--- config.mk ---
export PLATFORM = sky130hd
export DESIGN_NAME = keyed_device_table
export DESIGN_NICKNAME = d
export VERILOG_FILES = /design/src/design/kdt_pkg.sv /design/src/design/kdt_ram.sv /design/src/design/kdt_match.sv /design/src/design/keyed_device_table.sv
export SDC_FILE = /design/constraint.sdc
export NUM_CORES = 1
export LEC_CHECK = 0
export ABC_AREA = 1
export BUFFER_PORTS_ARGS = -buffer_cell sky130_fd_sc_hd__buf_2
export CAP_MARGIN = 20
export CORE_UTILIZATION = 40
export CTS_BUF_LIST = sky130_fd_sc_hd__clkbuf_8
export CTS_CLUSTER_DIAMETER = 80
export DETAILED_ROUTE_END_ITERATION = 10
export PLACE_DENSITY_LB_ADDON = 0.12
export RECOVER_POWER = 50
export REMOVE_ABC_BUFFERS = 1
export SETUP_SLACK_MARGIN = 0.4
export SYNTH_ARGS = -nofsm -noshare
export SYNTH_HDL_FRONTEND = slang
export SYNTH_SLANG_ARGS = --single-unit
--- constraint.sdc ---
create_clock -name i_clk -period 7.4 [get_ports i_clk]
set_input_delay 1.48 -clock i_clk [delete_from_list [all_inputs] [get_ports i_clk]]
set_output_delay 1.48 -clock i_clk [all_outputs]
set_load 0.1 [all_outputs]
--- src/design/kdt_pkg.sv ---
`default_nettype none
package kdt_pkg;

    localparam int ADDR_W  = 48;
    localparam int WORD_W  = 16;
    localparam int OP_W    = 3;
    localparam int SEL_W   = 2;
    localparam int OUTC_W  = 3;
    localparam int IDX_W   = 4;

    localparam logic [OP_W-1:0] OP_REGISTER = 3'd0;
    localparam logic [OP_W-1:0] OP_REM_ADDR = 3'd1;
    localparam logic [OP_W-1:0] OP_REM_CID  = 3'd2;
    localparam logic [OP_W-1:0] OP_UPD_CID  = 3'd3;
    localparam logic [OP_W-1:0] OP_UPD_ADDR = 3'd4;

    localparam logic [SEL_W-1:0] FS_CID    = 2'd0;
    localparam logic [SEL_W-1:0] FS_STATUS = 2'd1;
    localparam logic [SEL_W-1:0] FS_MTU    = 2'd2;

    localparam logic [OUTC_W-1:0] OC_ADDED   = 3'd0;
    localparam logic [OUTC_W-1:0] OC_DUP     = 3'd1;
    localparam logic [OUTC_W-1:0] OC_FULL    = 3'd2;
    localparam logic [OUTC_W-1:0] OC_REMOVED = 3'd3;
    localparam logic [OUTC_W-1:0] OC_NOMATCH = 3'd4;
    localparam logic [OUTC_W-1:0] OC_UPDATED = 3'd5;

    typedef struct packed {
        logic [ADDR_W-1:0] address;
        logic [WORD_W-1:0] conn_id;
        logic [WORD_W-1:0] status;
        logic [WORD_W-1:0] mtu;
    } t_entry;

    localparam int ENTRY_W = $bits(t_entry);

endpackage
`default_nettype wire

--- src/design/kdt_ram.sv ---
`default_nettype none
module kdt_ram #(
    parameter int WIDTH = 8,
    parameter int DEPTH = 8,
    parameter int AW    = (DEPTH > 1) ? $clog2(DEPTH) : 1
) (
    input  wire logic             i_clk,
    input  wire logic             i_we,
    input  wire logic [AW-1:0]    i_waddr,
    input  wire logic [WIDTH-1:0] i_wdata,
    input  wire logic             i_re,
    input  wire logic [AW-1:0]    i_raddr,
    output logic      [WIDTH-1:0] o_rdata
);

    logic [WIDTH-1:0] r_mem [DEPTH];
    logic [WIDTH-1:0] r_rdata;

    always_ff @(posedge i_clk) begin
        if (i_we) begin
            r_mem[i_waddr] <= i_wdata;
        end
        if (i_re) begin
            r_rdata <= r_mem[i_raddr];
        end
    end

    assign o_rdata = r_rdata;

endmodule
`default_nettype wire

--- src/design/kdt_match.sv ---
`default_nettype none
module kdt_match
    import kdt_pkg::*;
(
    input  wire t_entry            i_entry,
    input  wire logic              i_by_addr,
    input  wire logic [ADDR_W-1:0] i_key_addr,
    input  wire logic [WORD_W-1:0] i_key_cid,
    output logic                   o_match
);

    always_comb begin
        if (i_by_addr) begin
            o_match = (i_entry.address == i_key_addr);
        end else begin
            o_match = (i_entry.conn_id == i_key_cid);
        end
    end

endmodule
`default_nettype wire

--- src/design/keyed_device_table.sv ---
// Keyed peer table: up to TABLE_ENTRIES link peers kept packed in slots
// 0..count-1, each holding address, connection id, status and MTU.
// Input channel: i_in_valid / o_in_stall carry one operation beat
// (register, remove by address or id, update by id or address).
// Output channel: o_out_valid / i_out_stall carry one result beat per
// operation: outcome, slot, entry count and the affected entry.
// Operation: one shared key comparator walks the table through a single
// RAM read port, reading then comparing each entry scanned. A search stops
// at the first match, but a remove scans every entry and keeps the last.
// A decide step follows; a remove then moves each later entry down a slot
// by a read and a write, and the result is handed over from a done state.
// One operation runs at a time; o_in_stall is high while it runs.
// The result sits in an output register, so the next operation is taken
// while a result still waits. If i_out_stall holds the result register,
// a finished operation waits in its last state until the register frees.
// Reset (i_rst_n low, synchronous) empties the table and drops any
// pending result; table storage itself is not cleared.
`default_nettype none
module keyed_device_table
    import kdt_pkg::*;
#(
    parameter int TABLE_ENTRIES = 8
) (
    input  wire logic              i_clk,
    input  wire logic              i_rst_n,
    input  wire logic              i_in_valid,
    output logic                   o_in_stall,
    input  wire logic [OP_W-1:0]   i_op,
    input  wire logic [ADDR_W-1:0] i_peer_address,
    input  wire logic [WORD_W-1:0] i_connection_id,
    input  wire logic [WORD_W-1:0] i_new_status,
    input  wire logic [WORD_W-1:0] i_new_mtu,
    input  wire logic [SEL_W-1:0]  i_field_select,
    input  wire logic [WORD_W-1:0] i_update_value,
    output logic                   o_out_valid,
    input  wire logic              i_out_stall,
    output logic [OUTC_W-1:0]      o_outcome,
    output logic [IDX_W-1:0]       o_slot_index,
    output logic [IDX_W-1:0]       o_entry_count,
    output logic [ADDR_W-1:0]      o_hit_address,
    output logic [WORD_W-1:0]      o_hit_connection_id,
    output logic [WORD_W-1:0]      o_hit_status,
    output logic [WORD_W-1:0]      o_hit_mtu
);

    localparam int AW = (TABLE_ENTRIES > 1) ? $clog2(TABLE_ENTRIES) : 1;
    localparam int CW = $clog2(TABLE_ENTRIES + 1);

    typedef enum logic [6:0] {
        S_IDLE     = 7'b0000001,
        S_READ     = 7'b0000010,
        S_CMP      = 7'b0000100,
        S_DECIDE   = 7'b0001000,
        S_SHIFT_RD = 7'b0010000,
        S_SHIFT_WR = 7'b0100000,
        S_DONE     = 7'b1000000
    } t_state;

    t_state            r_state, n_state;
    logic [AW-1:0]     r_idx, n_idx;
    logic [CW-1:0]     r_count, n_count;
    logic              r_found, n_found;
    logic [AW-1:0]     r_slot, n_slot;
    t_entry            r_hit, n_hit;
    logic [OUTC_W-1:0] r_outcome, n_outcome;

    logic [OP_W-1:0]   r_op;
    logic [ADDR_W-1:0] r_key_addr;
    logic [WORD_W-1:0] r_key_cid;
    logic [WORD_W-1:0] r_new_status;
    logic [WORD_W-1:0] r_new_mtu;
    logic [SEL_W-1:0]  r_sel;
    logic [WORD_W-1:0] r_val;

    logic              r_out_valid;
    logic [OUTC_W-1:0] r_out_outcome;
    logic [IDX_W-1:0]  r_out_slot;
    logic [IDX_W-1:0]  r_out_count;
    t_entry            r_out_hit;

    logic              accept;
    logic              by_addr;
    logic              find_last;
    logic              match;
    logic              mem_we;
    logic [AW-1:0]     mem_waddr;
    t_entry            mem_wdata;
    logic              mem_re;
    logic [AW-1:0]     mem_raddr;
    t_entry            mem_rdata;
    t_entry            new_entry;
    t_entry            upd_entry;
    logic              out_load;

    assign o_in_stall = (r_state != S_IDLE);
    assign accept     = i_in_valid && !o_in_stall;
    assign by_addr    = r_op inside {OP_REGISTER, OP_REM_ADDR, OP_UPD_ADDR};
    assign find_last  = r_op inside {OP_REM_ADDR, OP_REM_CID};
    assign out_load   = (r_state == S_DONE) && (!r_out_valid || !i_out_stall);

    assign new_entry = '{address: r_key_addr, conn_id: r_key_cid,
                         status: r_new_status, mtu: r_new_mtu};

    always_comb begin
        upd_entry = r_hit;
        case (r_sel)
            FS_CID:    upd_entry.conn_id = r_val;
            FS_STATUS: upd_entry.status  = r_val;
            FS_MTU:    upd_entry.mtu     = r_val;
            default:   upd_entry = r_hit;
        endcase
    end

    kdt_ram #(
        .WIDTH (ENTRY_W),
        .DEPTH (TABLE_ENTRIES),
        .AW    (AW)
    ) u_ram (
        .i_clk   (i_clk),
        .i_we    (mem_we),
        .i_waddr (mem_waddr),
        .i_wdata (mem_wdata),
        .i_re    (mem_re),
        .i_raddr (mem_raddr),
        .o_rdata (mem_rdata)
    );

    kdt_match u_match (
        .i_entry    (mem_rdata),
        .i_by_addr  (by_addr),
        .i_key_addr (r_key_addr),
        .i_key_cid  (r_key_cid),
        .o_match    (match)
    );

    always_comb begin
        n_state   = r_state;
        n_idx     = r_idx;
        n_count   = r_count;
        n_found   = r_found;
        n_slot    = r_slot;
        n_hit     = r_hit;
        n_outcome = r_outcome;
        mem_we    = 1'b0;
        mem_waddr = r_idx;
        mem_wdata = mem_rdata;
        mem_re    = 1'b0;
        mem_raddr = r_idx;

        case (r_state)
            S_IDLE: begin
                if (accept) begin
                    n_idx   = '0;
                    n_found = 1'b0;
                    if (i_op > OP_UPD_ADDR || r_count == '0) begin
                        n_state = S_DECIDE;
                    end else begin
                        n_state = S_READ;
                    end
                end
            end
            S_READ: begin
                mem_re    = 1'b1;
                mem_raddr = r_idx;
                n_state   = S_CMP;
            end
            S_CMP: begin
                if (match) begin
                    n_found = 1'b1;
                    n_slot  = r_idx;
                    n_hit   = mem_rdata;
                end
                if ((match && !find_last) || (CW'(r_idx) + CW'(1) == r_count)) begin
                    n_state = S_DECIDE;
                end else begin
                    n_idx   = r_idx + AW'(1);
                    n_state = S_READ;
                end
            end
            S_DECIDE: begin
                n_state = S_DONE;
                case (r_op)
                    OP_REGISTER: begin
                        if (r_found) begin
                            n_outcome = OC_DUP;
                        end else if (r_count == CW'(TABLE_ENTRIES)) begin
                            n_outcome = OC_FULL;
                        end else begin
                            mem_we    = 1'b1;
                            mem_waddr = r_count[AW-1:0];
                            mem_wdata = new_entry;
                            n_hit     = new_entry;
                            n_slot    = r_count[AW-1:0];
                            n_found   = 1'b1;
                            n_count   = r_count + CW'(1);
                            n_outcome = OC_ADDED;
                        end
                    end
                    OP_REM_ADDR, OP_REM_CID: begin
                        if (r_found) begin
                            n_outcome = OC_REMOVED;
                            if (CW'(r_slot) + CW'(1) < r_count) begin
                                n_idx   = r_slot;
                                n_state = S_SHIFT_RD;
                            end else begin
                                n_count = r_count - CW'(1);
                            end
                        end else begin
                            n_outcome = OC_NOMATCH;
                        end
                    end
                    OP_UPD_CID, OP_UPD_ADDR: begin
                        if (r_found) begin
                            mem_we    = 1'b1;
                            mem_waddr = r_slot;
                            mem_wdata = upd_entry;
                            n_hit     = upd_entry;
                            n_outcome = OC_UPDATED;
                        end else begin
                            n_outcome = OC_NOMATCH;
                        end
                    end
                    default: begin
                        n_found   = 1'b0;
                        n_outcome = OC_NOMATCH;
                    end
                endcase
            end
            S_SHIFT_RD: begin
                mem_re    = 1'b1;
                mem_raddr = r_idx + AW'(1);
                n_state   = S_SHIFT_WR;
            end
            S_SHIFT_WR: begin
                mem_we    = 1'b1;
                mem_waddr = r_idx;
                mem_wdata = mem_rdata;
                n_idx     = r_idx + AW'(1);
                if (CW'(r_idx) + CW'(2) < r_count) begin
                    n_state = S_SHIFT_RD;
                end else begin
                    n_count = r_count - CW'(1);
                    n_state = S_DONE;
                end
            end
            S_DONE: begin
                if (out_load) begin
                    n_state = S_IDLE;
                end
            end
            default: begin
                n_state = S_IDLE;
            end
        endcase
    end

    always_ff @(posedge i_clk) begin
        if (!i_rst_n) begin
            r_state     <= S_IDLE;
            r_count     <= '0;
            r_out_valid <= 1'b0;
        end else begin
            r_state <= n_state;
            r_count <= n_count;
            if (out_load) begin
                r_out_valid <= 1'b1;
            end else if (!i_out_stall) begin
                r_out_valid <= 1'b0;
            end
        end
    end

    always_ff @(posedge i_clk) begin
        r_idx     <= n_idx;
        r_found   <= n_found;
        r_slot    <= n_slot;
        r_hit     <= n_hit;
        r_outcome <= n_outcome;
        if (accept) begin
            r_op         <= i_op;
            r_key_addr   <= i_peer_address;
            r_key_cid    <= i_connection_id;
            r_new_status <= i_new_status;
            r_new_mtu    <= i_new_mtu;
            r_sel        <= i_field_select;
            r_val        <= i_update_value;
        end
        if (out_load) begin
            r_out_outcome <= r_outcome;
            r_out_count   <= IDX_W'(r_count);
            r_out_slot    <= r_found ? IDX_W'(r_slot) : '0;
            r_out_hit     <= r_found ? r_hit : '0;
        end
    end

    assign o_out_valid         = r_out_valid;
    assign o_outcome           = r_out_outcome;
    assign o_slot_index        = r_out_slot;
    assign o_entry_count       = r_out_count;
    assign o_hit_address       = r_out_hit.address;
    assign o_hit_connection_id = r_out_hit.conn_id;
    assign o_hit_status        = r_out_hit.status;
    assign o_hit_mtu           = r_out_hit.mtu;

endmodule
`default_nettype wire
# [Word-level counts from Yosys, hierarchy flattened]
# Memories as Yosys holds them, arrays and structs flattened. A register that Yosys moved wholly into a read port is not among the register bits.
# Cells that the tools add are included.
[op_classes] addsub=6 n_eq_ne=39 n_reduce_logical=30 n_mux=68 magnitude_cmp=3
[ops] op="two-way mux 96 bit" n=7
[ops] op="one-hot mux 96 bit (2 select lines)" n=3
[ops] op="one-hot mux 7 bit (7 select lines)" n=1
[ops] op="equality test 48 bit" n=1
[ops] op="two-way mux 16 bit" n=3
[ops] op="two-way mux 48 bit" n=1
[ops] op="two-way mux 3 bit" n=15
[ops] op="two-way mux 7 bit" n=6
[ops] op="two-way mux 4 bit" n=7
[ops] op="!= test 2 bit, second input constant" n=12
[ops] op="!= test 3 bit, second input constant" n=6
[ops] op="AND reduction 6 bit" n=3
[ops] op="equality test 16 bit" n=1
[ops] op="one-hot mux 4 bit (2 select lines)" n=2
[ops] op="two-way mux 1 bit" n=13
[ops] op="one-hot mux 3 bit (2 select lines)" n=2
[ops] op="one-hot mux 3 bit (4 select lines)" n=1
[ops] op="one-hot mux 3 bit (3 select lines)" n=1
[ops] op="adder 3 x 1 -> 4 bit, second input constant" n=2
[ops] op="less-than comparator 4 bit" n=2
[ops] op="equality test 7 x 1 -> 1 bit, second input constant" n=1
[ops] op="equality test 7 x 2 -> 1 bit, second input constant" n=1
[ops] op="equality test 7 x 3 -> 1 bit, second input constant" n=1
[ops] op="equality test 7 x 4 -> 1 bit, second input constant" n=1
[ops] op="36 further kinds" n=53
[totals] register_bits=342 ram_bits=768 mem_count=1 input_bits=121 output_inout_bits=109 word_cells=173
[memory_table] name="u_ram.r_mem" words=8 word_bits=96 rd=1 rd_ports_with_merged_regs=1 wr=1 line="kdt_ram.sv:16" rtl="logic [WIDTH-1:0] r_mem [DEPTH];"

# [Logic depth before layout (Yosys ltp)]
# Gate-level depths: netlist (run 1).
[depth] word_depth=7 mapped_depth=16 depth_no_buf=16

# [Cells and area by module]
# From an unflattened synthesis (run 1), not the netlist that was laid out.
[unflattened] hier_cells=5749 hier_area_um2=55524.5
[by_module_without_submodules] module="kdt_ram" instances=1 cells_per_inst=3432 area_per_inst_um2=36501.3 seq_area_each_um2=25944.9
[by_module_without_submodules] module="keyed_device_table" instances=1 cells_per_inst=2039 area_per_inst_um2=17857.1 seq_area_each_um2=10119.7
[by_module_without_submodules] module="kdt_match" instances=1 cells_per_inst=278 area_per_inst_um2=1166.1 seq_area_each_um2=0.0

# [Least setup slack after synthesis (run 1)]
# Ideal clock, no wire load.
[synth_timing] kind="input to register" from="input i_out_stall" to="register r_out_count[0], in the netlist o_entry_count[0], enable pin" setup_time_ps=605 stages=1 path_buffers=0 required_time_ps=6795 path_slack_ps=181 t_arrival_ps=6613 cell_sequence="a21oi_1"
[synth_between] elab_chain_len=3
[synth_lines] item="start, declared" line="keyed_device_table.sv:36" rtl="input wire logic i_out_stall,"
[synth_lines] item="logical NOT 1 bit"
[synth_lines] item="logical OR 1 bit" line="keyed_device_table.sv:99" rtl="assign out_load = (r_state == S_DONE) && (!r_out_valid || !i_out_stall);"
[synth_lines] item="logical AND 1 bit" line="keyed_device_table.sv:99"
[synth_lines] item="end signal, assigned" line="keyed_device_table.sv:290" rtl="r_out_count <= IDX_W'(r_count);"
[synth_lines] item="end, declared" line="keyed_device_table.sv:78" rtl="logic [IDX_W-1:0] r_out_count;"
# No other way between the ends.
# A chain may end at the register's enable or synchronous reset.

# [Worst setup path after layout (run 1)]
[layout_timing] from="register r_count[0]" to="memory u_ram.r_mem[7][20] (netlist bit), enable pin"
[layout_between] elab_chain_len=7 word_cells_on_any_way=11 cone_classes="1 x eq/ne; 10 x mux"
[layout_lines] item="start, declared" line="keyed_device_table.sv:61" rtl="logic [CW-1:0] r_count, n_count;"
[layout_lines] item="start signal, assigned" line="keyed_device_table.sv:264" rtl="r_count <= n_count;"
[layout_lines] item="equality test 4 bit" line="keyed_device_table.sv:186" rtl="end else if (r_count == CW'(TABLE_ENTRIES)) begin"
[layout_lines] item="two-way mux 1 bit" line="keyed_device_table.sv:186"
[layout_lines] item="two-way mux 1 bit" line="keyed_device_table.sv:184" rtl="if (r_found) begin"
[layout_lines] item="one-hot mux 1 bit (2 select lines)" line="keyed_device_table.sv:182" rtl="case (r_op)"
[layout_lines] item="one-hot mux 1 bit (2 select lines)" line="keyed_device_table.sv:150" rtl="case (r_state)"
[layout_lines] item="two-way mux 1 bit" line="kdt_ram.sv:20" rtl="if (i_we) begin"
[layout_lines] item="two-way mux 1 bit (implied by the code)" line="kdt_ram.sv:21" rtl="r_mem[i_waddr] <= i_wdata;"
[layout_lines] item="end, declared" line="kdt_ram.sv:16"
# Several ways; a longest one is shown, not always the timed one.

==> results of run 1 <==
[stage by stage]
step | utilization | area (µm²) | TNS (ns) | setup WS (ns) | hold slack, ns
detailed placement | 0.427 | 52100 | 0 | 3.48 | 0.410
floorplan | - | 48200 | -2442.57 | -3.35 | 0.400
global placement | 0.427 | 52100 | 0 | 3.48 | 0.412
finish | 0.456 | 55600 | 0 | 1.83 | 0.422
global route | 0.456 | 55600 | 0 | 1.45 | 0.436
CTS | 0.458 | 55800 | 0 | 3.01 | 0.424
[layout make-up]
| cell class | count | area share |
|---|---|---|
| Tap cell | 1625 | 0.0366 |
| Clock buffer | 214 | 0.0530 |
| Clock inverter | 155 | 0.0148 |
| Timing Repair Buffer | 279 | 0.0283 |
| Multi-Input combinational cell | 2075 | 0.198 |
| Sequential cell | 1205 | 0.649 |
| Antenna cell | 2 | 0.0000901 |
| Inverter | 299 | 0.0206 |
[cells by family after synthesis]
| group | count (synthesis) | share of synthesized area |
|---|---|---|
| AOI/OAI and AO/OA | 1024 | 0.115 |
| xor gates and xnor gates | 24 | 0.00427 |
| adders and majority gates | 12 | 0.00305 |
| and+or+nand+nor | 869 | 0.0689 |
| buffers and inverters | 524 | 0.0440 |
| other | 1 | 0.0000762 |
| muxes | 145 | 0.0320 |
| DFF | 1205 | 0.733 |
[worst paths after layout]
| kind | to | slack, ns | cells after the start |
|---|---|---|---|
| max | u_ram.r_mem[7][20] | 1.83 | 15 |
| min | o_outcome[0] | 0.42 | 0 |
| max reg2reg | u_ram.r_mem[7][20] | 1.83 | 15 |
| min reg2reg | o_outcome[0] | 0.42 | 0 |
[where the power goes]
part	switching [µW]	internal [µW]	total, µW
registers	151	7830	7980
clock network	2680	2900	5580
logic	2240	1010	3250
total	5070	11700	16800
[registers in the layout, summed over array words and instances (netlist names), 4 cells and up]
name                 flops
u_ram.r_mem            768
r_hit                   96
u_ram.o_rdata           96
o_hit_address           48
r_key_addr              48
o_hit_connection_id     16
o_hit_mtu               16
o_hit_status            16
r_key_cid               16
r_new_mtu               16
r_new_status            16
r_val                   16
r_state                  7
o_entry_count            4
r_count                  4
[routing by layer]
layer / wire (µm) / part of all wire
met3: 7620 / 0.056
met1: 61900 / 0.45
met2: 64800 / 0.47
met4: 2800 / 0.020
met5: 0 / 0
[critical path: stages, from the launching register on]
cell and delay [ns]:
dfxtp_1 0.47, inv_1 0.15, ha_1 0.23, nand2_1 0.09
nor2_1 0.05, inv_1 0.07, nand2_1 0.09, nor2_1 0.16
clkbuf_1 1.93, nand2_1 0.45, o32ai_1 0.26, a21oi_1 0.10
inv_1 0.08, nand2_1 0.19, nor2_1 0.37, buf_12 0.41
[synth_stat cells (2+ instances only)]
| library cell | n | share of area |
|---|---|---|
| nor2_2 | 2 | 0.00025 |
| inv_2 | 11 | 0.00084 |
| inv_1 | 286 | 0.022 |
| a21oi_1 | 112 | 0.011 |
| nand2_1 | 371 | 0.028 |
| or2_2 | 3 | 0.00038 |
| o22ai_1 | 292 | 0.037 |
| inv_4 | 2 | 0.00025 |
| mux2i_1 | 47 | 0.0096 |
| o21ai_2 | 3 | 0.00053 |
| a22oi_1 | 38 | 0.0058 |
| buf_4 | 7 | 0.0011 |
| nand3_1 | 17 | 0.0017 |
| buf_6 | 4 | 0.00092 |
| clkbuf_1 | 99 | 0.0076 |
| o21ai_0 | 483 | 0.049 |
| xnor2_1 | 14 | 0.0025 |
| nor2_4 | 3 | 0.00069 |
| nor2_1 | 451 | 0.034 |
| o211ai_1 | 3 | 0.00046 |
| nand2_2 | 2 | 0.00025 |
| buf_1 | 4 | 0.00031 |
| o221ai_1 | 2 | 0.00036 |
| mux2_2 | 98 | 0.022 |
| buf_2 | 110 | 0.011 |
| ha_1 | 12 | 0.0031 |
| dfxtp_1 | 12 | 0.0049 |
| nand2_4 | 3 | 0.00069 |
| o21ai_1 | 82 | 0.0083 |
| nor3_1 | 3 | 0.00031 |
| edfxtp_1 | 1193 | 0.73 |
| nand4_1 | 12 | 0.0015 |
| xor2_1 | 10 | 0.0018 |
[cells in the final DEF (no fill, tap or decap), types with 7 or more instances in the layout]
cell	n
dfxtp_1	12
xnor2_1	14
xor2_1	10
o22ai_1	292
o21ai_0	495
nand2_1	372
mux2i_1	47
clkinv_1	58
o21ai_1	71
edfxtp_1	1193
buf_4	29
a21oi_1	112
nand4_1	12
bufinv_16	7
inv_1	353
buf_12	17
clkinv_2	17
clkbuf_8	214
ha_1	12
nand3_1	17
nor2_1	450
clkbuf_1	121
mux2_2	97
a22oi_1	38
buf_2	112
==> metrics.txt, run 1 <==
EDFF count, synth 1,193; grt peak-use layer met2; Post CTS Setup Buffer Count 0; die height approximately 350 µm; Total Wirelength 137,000 µm; Clock Skew 0.0500 ns; IO buf count 228; drt initial violations 2,644; CTS sink cnt 1,205; CTS Buf Count 205; worst-margin pin slew 3.20 ns; # rows around 130; Cell variety after synth 46; clock latency at the later pin of the worst-skew pair 0.91 ns; global-route wire length before repair 201,000 µm; Root Driver clkbuf_8; sequential area share after synthesis 0.733; fin crit period roughly 5.6 ns; asr flop ratio synth 0; failing checks capacitance limit, slew limit; top_reg_cell synth edfxtp_1; CTS tree built; met3 Use GR 0.0357; Reg area roughly 36,000 µm²; total placed cells including tap cells approximately 5,500; die area 124,000 µm²; Chip Width around 350 µm; post-detail-place hpwl 72,200 µm; IO Count 230; Initial Utilization 0.404; Via Count about 31,000; Area Overhead vs Synth 13.0%; area taken by multi-input logic gates between 10,000 and 15,000 µm²; RSZ-0062 raised after global routing no; DR pass1 iterations 5; largest net degree at the start of global routing between 200 and 250; post-layout power 16,800 µW; DRC Markers 0; total congestion overflow 0; Net count, final 4,198; crit path max fanout 54; worst path arrival time 6.09 ns; clock-pin slew on the worst setup and hold paths 0.06 ns; vias per cell 5.36; layout cells sized above 1 0.125; HP Start r_outcome[0]; met2 Resource Use GR 0.351; Final Hold Vio Count 0; all-layer global routing usage 0.217; P per Cell Area between 300 and 400 nW/µm²; WP data required 7.92 ns; Setup crit start r_count[0]; #FFs+latches synth 1,205; met1 usage 0.301; Max-Cap Viols 7; fill cell count between 10,000 and 15,000; f_max 179 MHz; Slew headroom -1.13; Final Non-Filler Cells roughly 6,000; Syn Inst Count 3,804; Clock Tree Buf Depth 3; Hold Buf Count CTS 0; Placer Congestion 0.788; Setup Viol. Count Final 0; initial antenna violation count 2; Setup crit end kind flip-flop; Max rail drop VDD 0.228 mV; HP Class reg2reg; core region area 122,000 µm²; run status finished with violations; vias in the first global route ~31,000; CP Launch Type flip-flop; H-Tree Depth 4; Routed Antenna Nets 0; Worst R2R Start r_count[0]; Syn Area/Cell 12.9 µm²; final clock period utilization by the worst path 0.753; CP Class reg2reg; YS warnings 0; Pins Over Slew Limit 245; post_cts resized 0; Pleak 0.0195 µW; Post-Syn Area approximately 50,000 µm²; mean routed wirelength per cell 23.4 µm
Note: power is estimated with default switching activity, not from simulation.
==> run 2, diff against run 1 <==
==> constraint.sdc (replaced) <==
create_clock -name i_clk -period 4.6 [get_ports i_clk]
set_input_delay 0.92 -clock i_clk [delete_from_list [all_inputs] [get_ports i_clk]]
set_output_delay 0.92 -clock i_clk [all_outputs]
set_load 0.1 [all_outputs]
==> metrics.txt, run 2 (synthesis gave the netlist of run 1 again) <==
Initial Utilization 0.404 (unchanged); # rows 128 (unchanged); slowest CP cell clkbuf_2 (was clkbuf_1); post-detail-place hpwl 77,000 µm (was 72,200 µm); max reg flops 768 (unchanged); uppermost routed layer met5 (was met4); CTS Buf Count 205 (unchanged); Setup crit end kind flip-flop (unchanged); area taken by multi-input logic gates 11,000 µm² (about the same); met2 wire len 63,600 µm (was 64,800 µm); post_cts resized 0 (unchanged); RSZ-0062 raised after global routing no (unchanged); post-layout power 27,100 µW (was 16,800 µW); die area 124,000 µm² (unchanged); Clock Skew 0.0324 ns (was 0.0500 ns); Reg area 36,100 µm² (unchanged); Crit path buffers/inverters 5 (unchanged); post-route cell area 55,700 µm² (was 55,600 µm²); total congestion overflow 0 (unchanged); IO Count 230 (unchanged); CTS tree built (unchanged); Hold Buf Count CTS 0 (unchanged); hold_ws 0.182 ns (was 0.422 ns); global-route wire length before repair 202,000 µm (was 201,000 µm); largest net degree at the start of global routing 224 (was 211); Max-Cap Viols 5 (was 7); run status finished with violations (unchanged); mean routed wirelength per cell 23.3 µm (was 23.4 µm); Top reg by flops u_ram.r_mem (unchanged); most common cell after layout, fill and taps aside edfxtp_1 (unchanged); failing checks capacitance limit, slew limit (unchanged); DR pass1 iterations 5 (unchanged); IO buf count 228 (unchanged); total placed cells including tap cells 5,511 (was 5,483); die height 353 µm (unchanged); HP Class in2reg (was reg2reg); Routed Antenna Nets 0 (unchanged); Placed Area 52,400 µm² (was 52,100 µm²); R2R Setup Slk 0.51 ns (was 1.83 ns); critical path's largest stage delay 1.08 ns (was 1.93 ns); worst path arrival time 4.65 ns (was 6.09 ns); met3 WL post-DR 7910 µm (was 7620 µm); final clock period utilization by the worst path 0.888 (was 0.753); Post CTS Setup Buffer Count 0 (unchanged); Setup Viol. Count Final 0 (unchanged); all-layer global routing usage 0.218 (was 0.217); CP delay by family, top buffers and inverters (unchanged); Final Hold Vio Count 0 (unchanged); Area Overhead vs Synth 13.3% (was 13.0%); Root Driver clkbuf_8 (unchanged); H-Tree Depth 4 (unchanged); fill cell count 11,100 (was 11,000); Via Count 31,400 (about the same); met1 wire length 62,700 µm (was 61,900 µm); Pleak 0.0197 µW (was 0.0195 µW); initial antenna violation count 3 (was 2); Total Wirelength 137,000 µm (about the same); Chip Width 353 µm (unchanged); CP Launch Type flip-flop (unchanged); crit path max fanout 46 (was 54); worst-margin pin slew 2.51 ns (was 3.20 ns); drt initial violations 2,703 (was 2,644); Clock Tree Buf Depth 3 (unchanged); vias per cell 5.34 (was 5.36); Placer Congestion 0.786 (was 0.788); P per Cell Area 485 nW/µm² (was 302 nW/µm²); CP Class reg2reg (unchanged); f_max 245 MHz (was 179 MHz); WP data required 5.17 ns (was 7.92 ns); clock latency at the later pin of the worst-skew pair 0.91 ns (about the same); Net count, final 4,226 (was 4,198); vias in the first global route 30,900 (was 31,100); clock-pin slew on the worst setup and hold paths 0.06 ns (about the same); Slew headroom -0.670 (was -1.13); crit-path cells inv_1 -> nand2_1 -> inv_1 -> nand4_1 -> clkbuf_2 -> buf_4 -> clkbuf_2 -> a21oi_1 (was inv_1 -> ha_1 -> nand2_1 -> nor2_1 -> inv_1 -> nand2_1 -> nor2_1 -> clkbuf_1 -> nand2_1 -> o32ai_1 -> a21oi_1 -> inv_1 -> nand2_1 -> nor2_1 -> buf_12); layout cells sized above 1 0.129 (was 0.125); core region area 122,000 µm² (unchanged); Max rail drop VDD 0.433 mV (was 0.228 mV); CTS sink cnt 1,205 (unchanged); highest-count cells in the layout ignoring fill and taps edfxtp_1 (1,193), o21ai_0 (487), nor2_1 (448) (was edfxtp_1 (1,193), o21ai_0 (495), nor2_1 (450)); Final Non-Filler Cells 5,884 (was 5,854); fin crit period 4.09 ns (was 5.57 ns); Pins Over Slew Limit 242 (was 245); DRC Markers 0 (unchanged)
-- run 2: cell types whose count changed in the layout (fill, tap and decap cells not counted), sizes merged --
cell      previous run  this run
bufinv               7         5
diode                2         1
clkbuf             335       346
clkinvlp             7         8
buf                158       169
clkinv              77        70
inv                363       380
-- run 2: layout make-up --
type | count | area share
Inverter | 299 | 0.0203
Antenna cell | 1 | 0.0000449
Clock buffer | 208 | 0.0514
Clock inverter | 164 | 0.0150
Tap cell | 1625 | 0.0365
Timing Repair Buffer | 307 | 0.0323
Multi-Input combinational cell | 2075 | 0.198
Sequential cell | 1205 | 0.647
-- run 2: worst paths after layout --
check / start / to / cells after the start
max: r_state[5] / r_hit[22] / 8
min: i_peer_address[27] / r_key_addr[27] / 1
max reg2reg: r_state[5] / r_hit[22] / 8
min reg2reg: r_outcome[0] / o_outcome[0] / 0
-- run 2: per-layer routing --
| layer | up-vias | track usage |
|---|---|---|
| li1 | 14500 | - |
| met1 | 15800 | 0.309 |
| met2 | 986 | 0.343 |
| met3 | 189 | 0.0403 |
| met4 | 2 | 0.0582 |
| met5 | - | 0 |
-- run 2: power by group --
group          switching (µW)  internal (µW)  total [µW]
Clock                    4360           4470        8830
Sequential                248          12600       12800
Combinational            3700           1690        5390
Total                    8300          18800       27100
-- run 2: through the flow --
step,TNS [ns],setup WS (ns),utilization
after floorplan,-6959.11,-6.15,-
after global placement,0,0.870,0.430
after detailed placement,0,0.767,0.430
after CTS,0,0.638,0.461
after global routing,0,0.252,0.457
final,0,0.514,0.457
-- run 2: worst reg2reg max path: cells and delay by family (launching register included) --
family / cells / cell delay [ns]
buffers and inverters: 5 / 2.65
AND/OR/NAND/NOR: 2 / 0.43
flip-flops: 1 / 0.37
AO/OA/AOI/OAI: 1 / 0.31
